**config.mk**
```make
export PLATFORM = sky130hd
export DESIGN_NAME = rsq_step
export DESIGN_NICKNAME = d
export VERILOG_FILES = /design/src/rtl/rsq_pkg.sv /design/src/rtl/rsq_step.sv
export SDC_FILE = /design/constraint.sdc
export NUM_CORES = 1
export LEC_CHECK = 0
export BUFFER_PORTS_ARGS = -buffer_cell sky130_fd_sc_hd__buf_4
export CORE_ASPECT_RATIO = 0.6
export CORE_MARGIN = 3
export CORE_UTILIZATION = 45
export CTS_CLUSTER_SIZE = 8
export DETAILED_ROUTE_END_ITERATION = 12
export PLACE_DENSITY = 0.83
export SKIP_CTS_REPAIR_TIMING = 1
export SLEW_MARGIN = 20
export SYNTH_ARGS = -nofsm -noshare
export SYNTH_HDL_FRONTEND = slang
export SYNTH_SLANG_ARGS = --single-unit
```
**constraint.sdc**
```tcl
create_clock -name clk_i -period 0.8 [get_ports clk_i]
set_input_delay 0.12 -clock clk_i [delete_from_list [all_inputs] [get_ports clk_i]]
set_output_delay 0.12 -clock clk_i [all_outputs]
set_load 0.005 [all_outputs]
```
**src/rtl/rsq_pkg.sv**
```systemverilog
// rsq_pkg: shared widths, constants and the stage payload type for the
// rounded 64-bit square root pipeline. No dependencies.
`timescale 1ns / 1ps

package rsq_pkg;

  localparam int unsigned ValueW   = 64;
  localparam int unsigned RootW    = 32;
  localparam int unsigned RemW     = 34;
  localparam int unsigned ShiftW   = 5;
  localparam int unsigned NumSteps = ValueW / 2;
  // digit steps, then round/saturate stage, then shift/output stage
  localparam int unsigned Latency  = NumSteps + 2;

  localparam logic [RootW-1:0] QuirkRoot = 32'h0001_0000;
  localparam logic [RootW-1:0] QuirkFix  = 32'h0000_FFFF;
  localparam logic [RootW-1:0] SatRoot   = 32'hFFFF_FFFF;

  // register index as decoded from paddr[2]
  localparam logic RegShiftAmount = 1'b0;

  typedef struct packed {
    logic [ValueW-1:0] rad;    // radicand, next digit pair at the top
    logic [RemW-1:0]   rem;    // partial remainder
    logic [RootW-1:0]  root;   // partial root
    logic              narrow; // operand below 2^32
    logic              last;
  } rsq_stage_t;

endpackage

```
**src/rtl/rsq_step.sv**
```systemverilog
// rsq_step: one registered digit step of the square root recurrence.
// Depends on rsq_pkg for the stage payload type.
`timescale 1ns / 1ps

module rsq_step (
  input  logic               clk_i,
  input  logic               rst_ni,
  input  logic               vld_i,
  input  rsq_pkg::rsq_stage_t d_i,
  output logic               vld_o,
  output rsq_pkg::rsq_stage_t q_o
);
  import rsq_pkg::*;

  logic               vld_q;
  rsq_stage_t         data_d, data_q;
  logic [RemW+1:0]    rem_ext;
  logic [RemW+1:0]    trial;
  logic [RemW+1:0]    diff;
  logic               ge;

  always_comb begin
    rem_ext = {d_i.rem, d_i.rad[ValueW-1 -: 2]};
    trial   = {2'b00, d_i.root, 2'b01};
    diff    = rem_ext - trial;
    ge      = (rem_ext >= trial);
    data_d       = d_i;
    data_d.rad   = {d_i.rad[ValueW-3:0], 2'b00};
    data_d.rem   = ge ? diff[RemW-1:0] : rem_ext[RemW-1:0];
    data_d.root  = {d_i.root[RootW-2:0], ge};
  end

  always_ff @(posedge clk_i or negedge rst_ni) begin
    if (!rst_ni) begin
      vld_q <= 1'b0;
    end else begin
      vld_q <= vld_i;
    end
  end

  always_ff @(posedge clk_i) begin
    data_q <= data_d;
  end

  assign vld_o = vld_q;
  assign q_o   = data_q;

endmodule

```
==> impl_metrics.toml, run 1 <==
[status]
status = "stopped before the end"
haltStage = "5_1_grt"
stop_error = "[ERROR DPL-0038] Utilization greater than 100%, impossible to legalize"

[timing]
worst_endpoint = "q_o[67]$_DFF_P_/D"
endpoint_type = "register input"

[floorplan]
die_h_um = 88.5
die_w_um = 143
std_cell_rows = 29
ios = 268
start_util_pct = 47.2

[synth]
yosysSeqAreaShare_pct = 51.5
synth_flop_cell = "dfxtp_1"
synthCells = 510
yosysUniqueCellTypes = 63
synth_enable_flop_cells = 0
syn_area_per_cell_um2 = 10.0
synth_area_um2 = 5100
async_flop_share_pct = 0.763
ys_ff_latch = 131
ys_warn_count = 0

[clock_network]
cts_buffers = 17
cts-htree-levels = 4
clkSinkCount = 131
clockBufferDepth = 2
cts_root_buf = "clkbuf_16"

[placement]
dp_hpwl_um = 14100
portBuffers = 265
place_congestion = 0.893
pre_cts_ws_ps = -1610

[global_routing]
grt_max_degree = 26
## Yosys cell counts, drive strengths merged, types with 2 or more instances
master / count / area (um^2)
a211oi: 2 / 27.5
a21boi: 2 / 15.0
a21o: 20 / 151
a21oi: 28 / 140
a31o: 2 / 17.5
a31oi: 5 / 46.3
and2: 5 / 33.8
and3: 5 / 35.0
buf: 9 / 56.3
clkbuf: 7 / 38.8
dfxtp: 130 / 2600
ha: 34 / 425
inv: 42 / 158
mux2i: 4 / 40.0
nand2: 58 / 218
nand2b: 5 / 31.3
nand3: 6 / 30.0
nand4: 7 / 50.1
nor2: 18 / 67.6
nor3: 10 / 50.1
o211ai: 3 / 27.5
o21a: 3 / 22.5
o21ai: 46 / 234
o221ai: 2 / 17.5
o31a: 2 / 17.5
o31ai: 5 / 42.5
o41ai: 3 / 48.8
xnor2: 14 / 123
xor2: 13 / 114
## cells by family after synthesis
kind of cell             count (synthesis)  share of synthesized area, %
AO/OA/AOI/OAI                          133                          18.3
multiplexers                             5                          1.08
AND/OR/NAND/NOR                        120                          11.0
XOR/XNOR                                27                          4.64
buffers and inverters                   59                          5.05
flip-flops                             131                          51.5
adder cells (fa/ha/maj)                 34                          8.34
other                                    1                        0.0735
## stage by stage
step | instances | cell area (um^2) | hold slack (ps) | TNS [ps]
after floorplan | 511 | 5440 | -176 | -39090
after global placement | 996 | 8170 | -105 | -49420
after detailed placement | 996 | 8170 | -102 | -52600
after CTS | 1027 | 8810 | -545 | -59490
==> run 2, diff against run 1 <==
- CORE_ASPECT_RATIO: 0.6 -> default
- CORE_UTILIZATION: 45 -> 40
- CTS_CLUSTER_SIZE: 8 -> default
- PLACE_DENSITY: 0.83 -> default
- PLACE_DENSITY_LB_ADDON: default -> 0.15
==> impl_metrics.toml, run 2 <==
[finish]
fin_cells = 1212
nets = 1201
layout-drive-gt1-share_pct = 63.2
diodes = 0
layout_common_cells = "buf_4 (251), buf_6 (128), dlygate4sd3_1 (123)"
final_common_cell = "buf_4"
largest_register_ff_count = 130
utilization_pct = 93.6
syn2layout_area_growth_pct = 124

[routing]
vias_per_cell = 5.64
post_drt_wl_per_cell_um = 25.1
drc_errors = 0
drtIter0Drc = 676
dr.pass1.iters = 5
num_vias = 6836
detail-route-antenna-nets = 0
wl_um = 30400

[synth]
ys_ff_latch = 131
synth_top_area_share_pct = 51.0
yosysUniqueCellTypes = 63
syn_area_per_cell_um2 = 10.0
synth_flop_cell = "dfxtp_1"
synthTopCellsByCount = "dfxtp_1 (130), nand2_1 (58), inv_1 (42)"
synth_area_leader_cell = "dfxtp_1"
yosysSeqAreaShare_pct = 51.5
synth_enable_flop_cells = 0
synthCells = 510
async_flop_share_pct = 0.763
yosysMostFrequentCell = "dfxtp_1"
synth_area_um2 = 5100
synth.area.top_cells = "dfxtp_1 (51%), ha_1 (8.3%), nand2_1 (4.3%)"
ys_warn_count = 0

[timing]
hold_viol = 0
worst_slew_pin_slew_ps = 682
slew_violations = 0
max_freq_mhz = 459
rsz0062_at_grt = "yes"
period_share_pct = 272
period_minus_slack_ps = 2180
maxSlewHeadroom_pct = 54.2
setup_ws_ps = -1380
setup-violations-final = 166
finalSetupTns_ps = -68670

[clock_network]
cts_root_buf = "clkbuf_16"
cts_tree = "done"
cts-htree-levels = 4
cts_buffers = 17
clkSinkCount = 131
clockBufferDepth = 2
clkTransAtPathRegs_ps = 60

[global_routing]
grt_max_degree = 34
grt_pass1_vias = 5123
antenna_found_initial = 0
grt_pass1_wl_um = 26100
gr-usage-all-layers_pct = 23.3
grt.overflow.total = 0

[setup_path]
slowest_stage = "ha_1"
crit_arrival_ps = 2520
end_kind = "register"
startpoint_type = "input port"
cpPeakStageDelay_ps = 390
critPathKind = "input port to register"
crit_chain = "buf_4, inv_1, ha_1, a21o_1, a31oi_2, o211ai_1, a211oi_2, o21a_2, clkbuf_16, nand2_2, o21ai_1"
critPathBufInv = 3
cp.required_ps = 1150
cpLargestDelayFamily = "compound AO/OA/AOI/OAI gates"
crit_fanout = 6

[floorplan]
die_h_um = 119
die_w_um = 119
start_util_pct = 41.8
coreArea_um2 = 12200
ios = 268
die_area_um2 = 14100
std_cell_rows = 40

[status]
violations = "setup timing"
status = "finished, violations left"

[worst_hold_path]
hold_path.startpoint = "d_i[130]"
min_path_type = "input port to register"
hold_depth = 3
hold_path_end = "q_o[34]$_DFF_P_"

[power_and_ir_drop]
peakVddDrop_mv = 1.94
power.total_uw = 22500
leakagePower_uw = 0.00532
power-per-cell-area_nw_per_um2 = 1970

[placement]
portBuffers = 265
dp.cells = 1030
dp_hpwl_um = 13300
place_congestion = 0.856
pre_cts_ws_ps = -1580

[run]
max_cap_violations = 0
-- run 2: how the worst max path moves through the flow --
stage	from	end	slack [ps]	depth (start not counted)
floorplan	d_i[43]	q_o[61]$_DFF_P_	-1270	9
global placement	d_i[2]	q_o[67]$_DFF_P_	-1510	10
detailed placement	d_i[23]	q_o[35]$_DFF_P_	-1580	11
CTS	d_i[2]	q_o[67]$_DFF_P_	-1150	10
global route	d_i[13]	q_o[54]$_DFF_P_	-1370	11
finish	d_i[13]	q_o[54]$_DFF_P_	-1380	11
-- run 2: cell type report --
cell class / instances / area [um^2]
fill: 374 / 786
multi-input combinational: 323 / 2850
timing repair buffer: 516 / 4830
clock buffer: 18 / 429
tap: 168 / 210
clock inverter: 13 / 159
sequential: 131 / 2760
inverter: 43 / 194
-- run 2: kinds of logic after synthesis --
logic type | Yosys count | share of synthesized area [%]
adders and majority gates | 34 | 8.34
xor gates and xnor gates | 27 | 4.64
and+or+nand+nor | 120 | 11.0
AOI/OAI and AO/OA | 133 | 18.3
DFF | 131 | 51.5
muxes | 5 | 1.08
other | 1 | 0.0735
buffers and inverters | 59 | 5.05
-- run 2: through the flow --
stage / hold slack [ps] / instance area (um^2)
6_report: 12.1 / 11400
5_1_grt: 23.2 / 11400
4_1_cts: -555 / 8840
3_5_place_dp: -102 / 8250
3_3_place_gp: -105 / 8250
2_1_floorplan: -176 / 5440
-- run 2: power breakdown --
part | switching, uW | total (uW) | internal [uW] | leakage, uW
clock network | 3220 | 8100 | 4880 | 0.000282
registers | 367 | 7660 | 7290 | 0.00111
logic | 2970 | 6790 | 3810 | 0.00393
-- run 2: layer usage --
layer,vias to the layer above,global-route usage (%),share of wire (%)
met5,-,0,0
met4,0,8.69,8.3
met3,236,7.55,9.2
met2,573,42.8,49
met1,3222,24.7,34
li1,2805,-,-
Note: power is estimated with default switching activity, not from simulation.
