$ cat src/rtl/rsq_pkg.sv
// rsq_pkg: shared widths, constants and the stage payload type for the
// rounded 64-bit square root pipeline. No dependencies.
`timescale 1ns / 1ps

package rsq_pkg;

  localparam int unsigned ValueW   = 64;
  localparam int unsigned RootW    = 32;
  localparam int unsigned RemW     = 34;
  localparam int unsigned ShiftW   = 5;
  localparam int unsigned NumSteps = ValueW / 2;
  // digit steps, then round/saturate stage, then shift/output stage
  localparam int unsigned Latency  = NumSteps + 2;

  localparam logic [RootW-1:0] QuirkRoot = 32'h0001_0000;
  localparam logic [RootW-1:0] QuirkFix  = 32'h0000_FFFF;
  localparam logic [RootW-1:0] SatRoot   = 32'hFFFF_FFFF;

  // register index as decoded from paddr[2]
  localparam logic RegShiftAmount = 1'b0;

  typedef struct packed {
    logic [ValueW-1:0] rad;    // radicand, next digit pair at the top
    logic [RemW-1:0]   rem;    // partial remainder
    logic [RootW-1:0]  root;   // partial root
    logic              narrow; // operand below 2^32
    logic              last;
  } rsq_stage_t;

endpackage

$ cat src/rtl/rsq_round.sv
// rsq_round: rounding, saturation and the small-operand fix, then the
// configured right shift into the output register. Depends on rsq_pkg.
`timescale 1ns / 1ps

module rsq_round (
  input  logic                        clk_i,
  input  logic                        rst_ni,
  input  logic                        vld_i,
  input  rsq_pkg::rsq_stage_t         d_i,
  input  logic [rsq_pkg::ShiftW-1:0]  shift_i,
  output logic                        done_o,
  output logic [rsq_pkg::RootW-1:0]   root_o,
  output logic                        last_o
);
  import rsq_pkg::*;

  logic [RootW:0]   rnd;
  logic [RootW-1:0] fix_d, fix_q;
  logic             fvld_q, flast_q;
  logic             ovld_q, olast_q;
  logic [RootW-1:0] root_q;

  always_comb begin
    // round up when remainder exceeds the floor root
    rnd = {1'b0, d_i.root} + {{RootW{1'b0}}, (d_i.rem > {2'b00, d_i.root})};
    if (rnd[RootW]) begin
      fix_d = SatRoot;
    end else if (d_i.narrow && rnd[RootW-1:0] == QuirkRoot) begin
      fix_d = QuirkFix;
    end else begin
      fix_d = rnd[RootW-1:0];
    end
  end

  always_ff @(posedge clk_i or negedge rst_ni) begin
    if (!rst_ni) begin
      fvld_q <= 1'b0;
      ovld_q <= 1'b0;
    end else begin
      fvld_q <= vld_i;
      ovld_q <= fvld_q;
    end
  end

  always_ff @(posedge clk_i) begin
    fix_q   <= fix_d;
    flast_q <= d_i.last;
    root_q  <= fix_q >> shift_i;
    olast_q <= flast_q;
  end

  assign done_o = ovld_q;
  assign root_o = root_q;
  assign last_o = olast_q;

endmodule

$ cat config.mk
export PLATFORM = sky130hd
export DESIGN_NAME = rsq_round
export DESIGN_NICKNAME = d
export VERILOG_FILES = /design/src/rtl/rsq_pkg.sv /design/src/rtl/rsq_round.sv
export SDC_FILE = /design/constraint.sdc
export NUM_CORES = 1
export LEC_CHECK = 0
export BUFFER_PORTS_ARGS = -buffer_cell sky130_fd_sc_hd__buf_2
export CORE_ASPECT_RATIO = 1.4
export CORE_MARGIN = 2
export CORE_UTILIZATION = 35
export CTS_BUF_LIST = sky130_fd_sc_hd__clkbuf_16
export DETAILED_ROUTE_END_ITERATION = 16
export SYNTH_ARGS = -nofsm -noshare
export SYNTH_HDL_FRONTEND = slang
export SYNTH_SLANG_ARGS = --single-unit
$ cat constraint.sdc
create_clock -name clk_i -period 2.76 [get_ports clk_i]
set_clock_uncertainty 0.15 [all_clocks]
set_input_delay 0.828 -clock clk_i [delete_from_list [all_inputs] [get_ports clk_i]]
set_output_delay 0.828 -clock clk_i [all_outputs]
set_load 0.01 [all_outputs]
Yosys cells after proc, flatten, opt, wreduce, memory -nomap -nowiden
Index checks and enable logic that the tools add are counted.
W data, S select, Z words.
{ "op_classes": {"n_reduce_logical": 2, "shifts": 1, "add_sub_neg": 1, "eq_ne": 1, "n_mux": 1, "magnitude_cmp": 1} }
{ "ops": {"columns": ["operator", "n"], "rows": [
  ["$gt A34 B32 Y1", 1],
  ["$add A32 B1 Y33", 1],
  ["$eq A32 B17 Y1 const B", 1],
  ["$mux W32", 1],
  ["$shr A32 B5 Y32", 1],
  ["$reduce_or A2 Y1", 1],
  ["$logic_and A1 B1 Y1", 1]
]} }
{ "totals": {"regBits": 68, "out_inout_bits": 34} }

Logic depth before layout (Yosys ltp)
Gate-level depths: netlist of the first run.
{ "logic_depth": {"depth_word": 5, "depth_mapped": 21, "mapped_depth_nobuf": 18} }

Least setup slack after synthesis of the first run
OpenSTA, ideal clock, no wires.
{ "synth_timing": {"kind": "input -> register", "from": "input port d_i[5] (netlist bit)", "to": "register fix_q[6]", "setup_time_ns": 0.122, "setup_slack_ns": -2.076, "required_ns": 2.488, "cell_stages": 21, "arrival_time_ns": 4.564, "path_buffers": 3, "cell_sequence": "buf_2 inv_1 ha_1 a21o_1 a21o_1 a211oi_1 o21ai_0 a221o_1 a211o_1 o211a_1 ha_1 ha_1 and4_1 clkbuf_1 nand3_1 or3_1 a21oi_1 o2111a_1 a41oi_4 buf_6 nand3_1"} }
{ "synth_between": {"elab_chain_len": 5} }
{ "synth_lines": {"columns": ["item", "line", "source"], "rows": [
  ["start: declaration", "rsq_round.sv:9", "input rsq_pkg::rsq_stage_t d_i,"],
  ["$gt A34 B32 Y1", "rsq_round.sv:25", "rnd = {1'b0, d_i.root} + {{RootW{1'b0}}, (d_i.rem > {2'b00, d_i.root})};"],
  ["$add A32 B1 Y33 (*)", "rsq_round.sv:25", null],
  ["$eq A32 B17 Y1", "rsq_round.sv:28", "end else if (d_i.narrow && rnd[RootW-1:0] == QuirkRoot) begin"],
  ["$logic_and A1 B1 Y1", "rsq_round.sv:28", null],
  ["$reduce_or A2 Y1 (no source line)", null, null],
  ["end signal: assignment", "rsq_round.sv:46", "fix_q <= fix_d;"],
  ["end: declaration", "rsq_round.sv:18", "logic [RootW-1:0] fix_d, fix_q;"]
]} }
Every way passes the cells marked *; elsewhere a longest branch is shown, timed or not.
A chain may end at the register's enable or synchronous reset.

Final worst setup path of the first run
{ "layout_timing": {"from": "input port d_i[13] (netlist bit)", "to": "register fix_q[16]"} }
{ "layout_between": {"elab_chain_len": 5} }
{ "layout_lines": {"columns": ["item", "line", "source"], "rows": [
  ["$gt A34 B32 Y1", "rsq_round.sv:25", null],
  ["$add A32 B1 Y33", "rsq_round.sv:25", null],
  ["named net rnd[1]", "rsq_round.sv:17", "logic [RootW:0] rnd;"],
  ["$eq A32 B17 Y1", "rsq_round.sv:28", null],
  ["$logic_and A1 B1 Y1", "rsq_round.sv:28", null],
  ["$mux W32", "rsq_round.sv:28", null]
]} }
The timed path passes the listed nets, and every way through them passes these cells.

==> results of run 1 <==
-- report_power, final --
| group | internal (mW) | switching, mW | total, mW |
|---|---|---|---|
| Clock | 0.775 | 0.367 | 1.14 |
| Sequential | 1.06 | 0.0291 | 1.09 |
| Combinational | 0.439 | 0.445 | 0.884 |
-- area by class of cell --
cell class                 instances  share of cell area, %
clock buffer                       9                   2.93
clock inverter                     7                   1.07
inverter                          37                   2.03
multi-input combinational        449                   51.3
sequential                        68                   17.8
tap                              185                   3.01
timing repair buffer             249                   21.9
-- logic make-up after synthesis --
logic type / share of synthesized area, %
simple gates: 22.5
compound gates: 14.1
mux: 18.0
buf+inv: 5.41
flops: 27.5
fa+ha+maj: 8.52
xor+xnor: 4.03
-- sequential cells by signal, indices dropped and copies added (netlist names) --
register,cells
done_o,1
fix_q,32
flast_q,1
fvld_q,1
last_o,1
root_o,32
-- critical path: cells and delay by family --
family	cells	cell delay [ns]
AO/OA/AOI/OAI	9	1.76
AND/OR/NAND/NOR	3	0.85
adder cells (fa/ha/maj)	3	0.61
buffers and inverters	3	0.26
-- cell usage after synthesis (17+ instances only) --
cell type  instances  area (um2)
nand4_1           20         125
mux2_2            17         191
mux2i_1           38         380
inv_1             36         135
clkbuf_1          18        67.6
nand3_1           18        90.1
o21ai_0           24         120
ha_1              34         425
a21oi_1           35         175
nand2_1           54         203
xnor2_1           21         184
dfxtp_1           66        1320
nor2_1            50         188
-- stage by stage --
step	instance area [um2]	setup TNS (ns)	std cells
floorplan	5180	-38.30	584
global placement	6700	-51.56	970
detailed placement	6700	-55.72	970
CTS	7440	-37.83	1000
global route	7700	-41.25	1004
finish	7700	-37.20	1004
-- cells in the final DEF, fill, tap and decap left out, drive strengths merged, types with 14 or more instances in the layout --
master,netlist,routed
buf,11,249
dfxtp,66,66
nand2,54,54
nor2,50,50
mux2i,38,38
inv,37,38
a21oi,35,35
ha,34,34
o21ai,25,25
nand4,23,23
xnor2,21,21
nand3,19,20
mux2,18,18
a21o,14,14
mux4,14,14
nor4,14,14
-- metal layers --
layer | part of all wire (%) | wire length, um
met4 | 3.9 | 579
met5 | 0 | 0
met2 | 54 | 8050
met1 | 38 | 5740
met3 | 3.6 | 541
-- worst max path at each step --
stage          startpoint         to  slack (ns)  cells after the start
5_1_grt           d_i[13]  fix_q[16]       -1.61                     18
6_report          d_i[13]  fix_q[16]       -1.49                     18
3_5_place_dp      d_i[13]   fix_q[4]       -2.03                     18
2_1_floorplan      d_i[5]   fix_q[6]       -1.58                     18
4_1_cts            d_i[5]   fix_q[9]       -1.52                     19
3_3_place_gp       d_i[7]   fix_q[4]       -1.87                     21
-- what timing repair did --
action / CTS / global route
hold endpoints to repair: 0 / 0
buffers inserted: 13 / 8
pin swaps: 20 / 27
endpoints found under the setup margin: 32 / 32
cloned: 2 / 0
resized for setup: 59 / 58
==> results.sh, run 1 <==
export IMPL_hold_violations=0
export IMPL_start_util_pct=35.9
export IMPL_synth_seq_cells=68
export IMPL_die_w_um=105
export IMPL_rsz0062_at_grt="yes"
export IMPL_syn2layout_area_growth_pct=54.1
export IMPL_multi_input_area_um2=3950
export IMPL_yosysWarnings=0
export IMPL_clk_latency_ns=0.33
export IMPL_grt_max_degree=41
export IMPL_grt_ovfl_total=0
export IMPL_critPathKind="in2reg"
export IMPL_final_core_util_pct=55.3
export IMPL_hold_class="in2async"
export IMPL_relSlewSlack_pct=60.2
export IMPL_gr_max_usage_layer="met2"
export IMPL_die_area_um2=15300
export IMPL_place_congestion=0.941
export IMPL_grt_usage_pct=19.6
export IMPL_cts_tree="yes"
export IMPL_grt_pass1_vias=5186
export IMPL_wirelength_um=14900
export IMPL_finalMaxSlewViolations=0
export IMPL_ys_seq_area_share_pct=27.5
export IMPL_first_pass_iters=4
export IMPL_setup_ws_ns=-1.49
export IMPL_worst_pin_slew_ns=0.597
export IMPL_synth_nets=758
export IMPL_ctsRootBufferMaster="clkbuf_16"
export IMPL_synth_async_reset_ratio_pct=2.94
export IMPL_peakVddDrop_v=0.000337
export IMPL_drc=0
export IMPL_ant_nets=0
export IMPL_clockBufferDepth=2
export IMPL_min_period_ns=4.25
export IMPL_fmax_ghz=0.236
export IMPL_status="complete, but fails checks"
export IMPL_use_met2_pct=37.0
export IMPL_p_leak_nw=3.59
export IMPL_setup_violations=32
export IMPL_drive_gt1_share_pct=48.5
export IMPL_vias=5094
export IMPL_synth_edf_count=0
export IMPL_hpwl_um=12200
export IMPL_required_ns=2.83
export IMPL_critical_path_max_stage_delay_ns=0.50
export IMPL_fill_cells=1329
export IMPL_place_port_buffers=109
export IMPL_power_mw=3.12
export IMPL_via_per_inst=5.07
export IMPL_rr_startpoint="fix_q[24]"
export IMPL_synthDistinctLibCells=60
export IMPL_ff2ff_setup_slack_ns=1.01
export IMPL_syn_area_um2=4990
export IMPL_h_tree_depth=3
export IMPL_grt_met1_usage_pct=21.3
export IMPL_grt_antenna_before_repair=0
export IMPL_worst_hold_slack_ns=0.121
export IMPL_postSynthCellCount=584
export IMPL_crit_arrival_ns=4.32
export IMPL_cts_made_buffers=9
export IMPL_cp_max_fo=3
export IMPL_violations="setup timing"
export IMPL_clk_pin_slew_ns=0.05
export IMPL_grt_pass1_wl_um=24500
export IMPL_hold_buffers=0
export IMPL_post_drt_wl_per_cell_um=14.8
export IMPL_crit_slowest_cell="or4b_4"
export IMPL_clkSinkCount=68
export IMPL_power_density_nw_per_um2=405
export IMPL_num_rows=51
export IMPL_die_h_um=145
export IMPL_coreArea_um2=13900
export IMPL_cp_start_kind="input port"
export IMPL_nNetsFinal=988
export IMPL_met3_usage_pct=2.51
export IMPL_r2r_end="root_o[6]"
export IMPL_synth_flop_cell="dfxtp_1"
export IMPL_antenna_cells=0
export IMPL_drv_cap=0
export IMPL_io_pins=174
export IMPL_synth_avg_cell_area_um2=8.55
export IMPL_drtIter0Drc=109
export IMPL_dp_slack_ns=-2.03
export IMPL_path_cells="buf_8, inv_4, ha_4, a21o_1, a21o_1, a21oi_2, o21ai_1, a221o_1, a211o_1, o211a_1, ha_4, ha_4, or4b_4, nor4_4, o2111a_2, buf_4, nand4_1, a21o_1"
export IMPL_final_period_utilization_pct=154
export IMPL_register_area_um2=1370
export IMPL_end_kind="flip-flop"
export IMPL_worstRegToRegCells=4
No activity file was read; power rests on OpenSTA's default activity.
==> run 2, diff against run 1 <==
--- a/config.mk
+++ b/config.mk
@@ -11,6 +11,7 @@
 export CORE_UTILIZATION = 35
 export CTS_BUF_LIST = sky130_fd_sc_hd__clkbuf_16
 export DETAILED_ROUTE_END_ITERATION = 16
+export SKIP_LAST_GASP = 1
 export SYNTH_ARGS = -nofsm -noshare
 export SYNTH_HDL_FRONTEND = slang
 export SYNTH_SLANG_ARGS = --single-unit
==> results.sh, run 2 (synthesis results as in run 1) <==
export IMPL_grt_ovfl_total=0
export IMPL_crit_family="compound AO/OA/AOI/OAI gates"
export IMPL_grt_pass1_vias=5172
export IMPL_power_density_nw_per_um2=401
export IMPL_clk_latency_ns=0.33
export IMPL_cts_made_buffers=9
export IMPL_die_h_um=145
export IMPL_cp_max_fo=8
export IMPL_layout_common_cells="buf_4, buf_2, dfxtp_1"
export IMPL_hold_violations=0
export IMPL_clk_pin_slew_ns=0.05
export IMPL_cts_tree="yes"
export IMPL_dp_slack_ns=-2.03
export IMPL_crit_top_cell="ha_4"
export IMPL_finalMaxSlewViolations=0
export IMPL_grt_usage_pct=19.6
export IMPL_critPathKind="in2reg"
export IMPL_critical_path_max_stage_delay_ns=0.50
export IMPL_syn2layout_area_growth_pct=56.4
export IMPL_fin_cells=1005
export IMPL_antenna_cells=0
export IMPL_violations="setup timing"
export IMPL_first_pass_iters=4
export IMPL_grt_antenna_before_repair=0
export IMPL_power_mw=3.13
export IMPL_fmax_ghz=0.231
export IMPL_grt_pass1_wl_um=24400
export IMPL_fin_tns_setup_ns=-37.64
export IMPL_clkSinkCount=68
export IMPL_clockBufferDepth=2
export IMPL_p_leak_nw=3.63
export IMPL_hpwl_um=12200
export IMPL_wirelength_um=15000
export IMPL_die_area_um2=15300
export IMPL_rsz0062_at_grt="yes"
export IMPL_fill_cells=1310
export IMPL_start_util_pct=35.9
export IMPL_hold_class="in2async"
export IMPL_cp_start_kind="input port"
export IMPL_relSlewSlack_pct=60.3
export IMPL_peakVddDrop_v=0.000337
export IMPL_ctsRootBufferMaster="clkbuf_16"
export IMPL_end_kind="flip-flop"
export IMPL_setup_ws_ns=-1.56
export IMPL_grt_max_degree=41
export IMPL_io_pins=174
export IMPL_worst_pin_slew_ns=0.595
export IMPL_drive_gt1_share_pct=48.7
export IMPL_place_port_buffers=109
export IMPL_post_drt_wl_per_cell_um=15.0
export IMPL_layout_commonest_cell="buf_4"
export IMPL_num_rows=51
export IMPL_coreArea_um2=13900
export IMPL_vias=5082
export IMPL_setup_violations=32
export IMPL_nNetsFinal=989
export IMPL_crit_slowest_cell="or4b_4"
export IMPL_final_core_util_pct=56.1
export IMPL_crit_buf_inv=4
export IMPL_drc=0
export IMPL_ant_nets=0
export IMPL_required_ns=2.88
export IMPL_drv_cap=0
export IMPL_die_w_um=105
export IMPL_final_period_utilization_pct=157
export IMPL_status="complete, but fails checks"
export IMPL_h_tree_depth=3
export IMPL_via_per_inst=5.06
export IMPL_crit_arrival_ns=4.44
export IMPL_path_cells="buf_8, inv_4, ha_4, a21o_1, a21o_1, a21oi_2, o21ai_1, a221o_1, a211o_1, o211a_1, ha_4, ha_4, or4b_4, nor4_4, o2111a_2, a41oi_4, buf_4, buf_6, nand2b_1"
export IMPL_min_period_ns=4.32
export IMPL_drtIter0Drc=124
export IMPL_post_place_cells=970
export IMPL_place_congestion=0.941
[run 2: cell count changes in the layout (fill, tap and decap cells not counted), moves of 3 or more]
cell     change
buf_2       -11
nand2_1      +3
inv_4        +3
ha_1         -3
nand2_2      -3
ha_4         +4
buf_6        +9
[run 2: routing by layer]
metal	track usage, %	share of wire (%)	wire length, um	up-vias
met3	2.51	3.6	541	37
met1	21.3	39	5790	2317
met2	37.0	54	8140	140
li1	-	-	-	2588
met4	9.40	3.8	570	0
met5	0	0	0	-
[run 2: report_power, final]
group          internal, mW  switching, mW
Sequential             1.06         0.0292
Combinational         0.453          0.449
Clock                 0.775          0.364
Total                  2.29          0.842
[run 2: metrics by stage]
stage          instance area, um2  hold WS (ns)
3_3_place_gp                 6700         0.168
4_1_cts                      7420         0.109
6_report                     7810         0.123
5_1_grt                      7810         0.114
2_1_floorplan                5180         0.160
3_5_place_dp                 6700         0.166
[run 2: area by class of cell]
type	instances	area [um2]	share of cell area (%)
tap	185	231	2.96
multi-input combinational	449	3970	50.8
timing repair buffer	250	1760	22.5
inverter	37	169	2.16
sequential	68	1370	17.6
clock inverter	7	82.6	1.06
clock buffer	9	225	2.88
[run 2: worst paths after layout]
check | to | cells past startpoint | slack [ns] | start
max | fix_q[14] | 19 | -1.56 | d_i[13]
min | fvld_q | 1 | 0.12 | rst_ni
max reg2reg | root_o[7] | 4 | 1.01 | fix_q[23]
min reg2reg | last_o | 0 | 0.17 | flast_q
max in group asynchronous | done_o | 1 | 2.24 | rst_ni
min in group clk_i | last_o | 0 | 0.17 | flast_q
[run 2: what timing repair did]
| action | in CTS | in global routing |
|---|---|---|
| pin swaps | 20 | 40 |
| setup endpoints to repair | 32 | 32 |
| setup buffers | 13 | 9 |
| cloned | 2 | 0 |
| resized for setup | 52 | 80 |
| hold buffers | 0 | 0 |
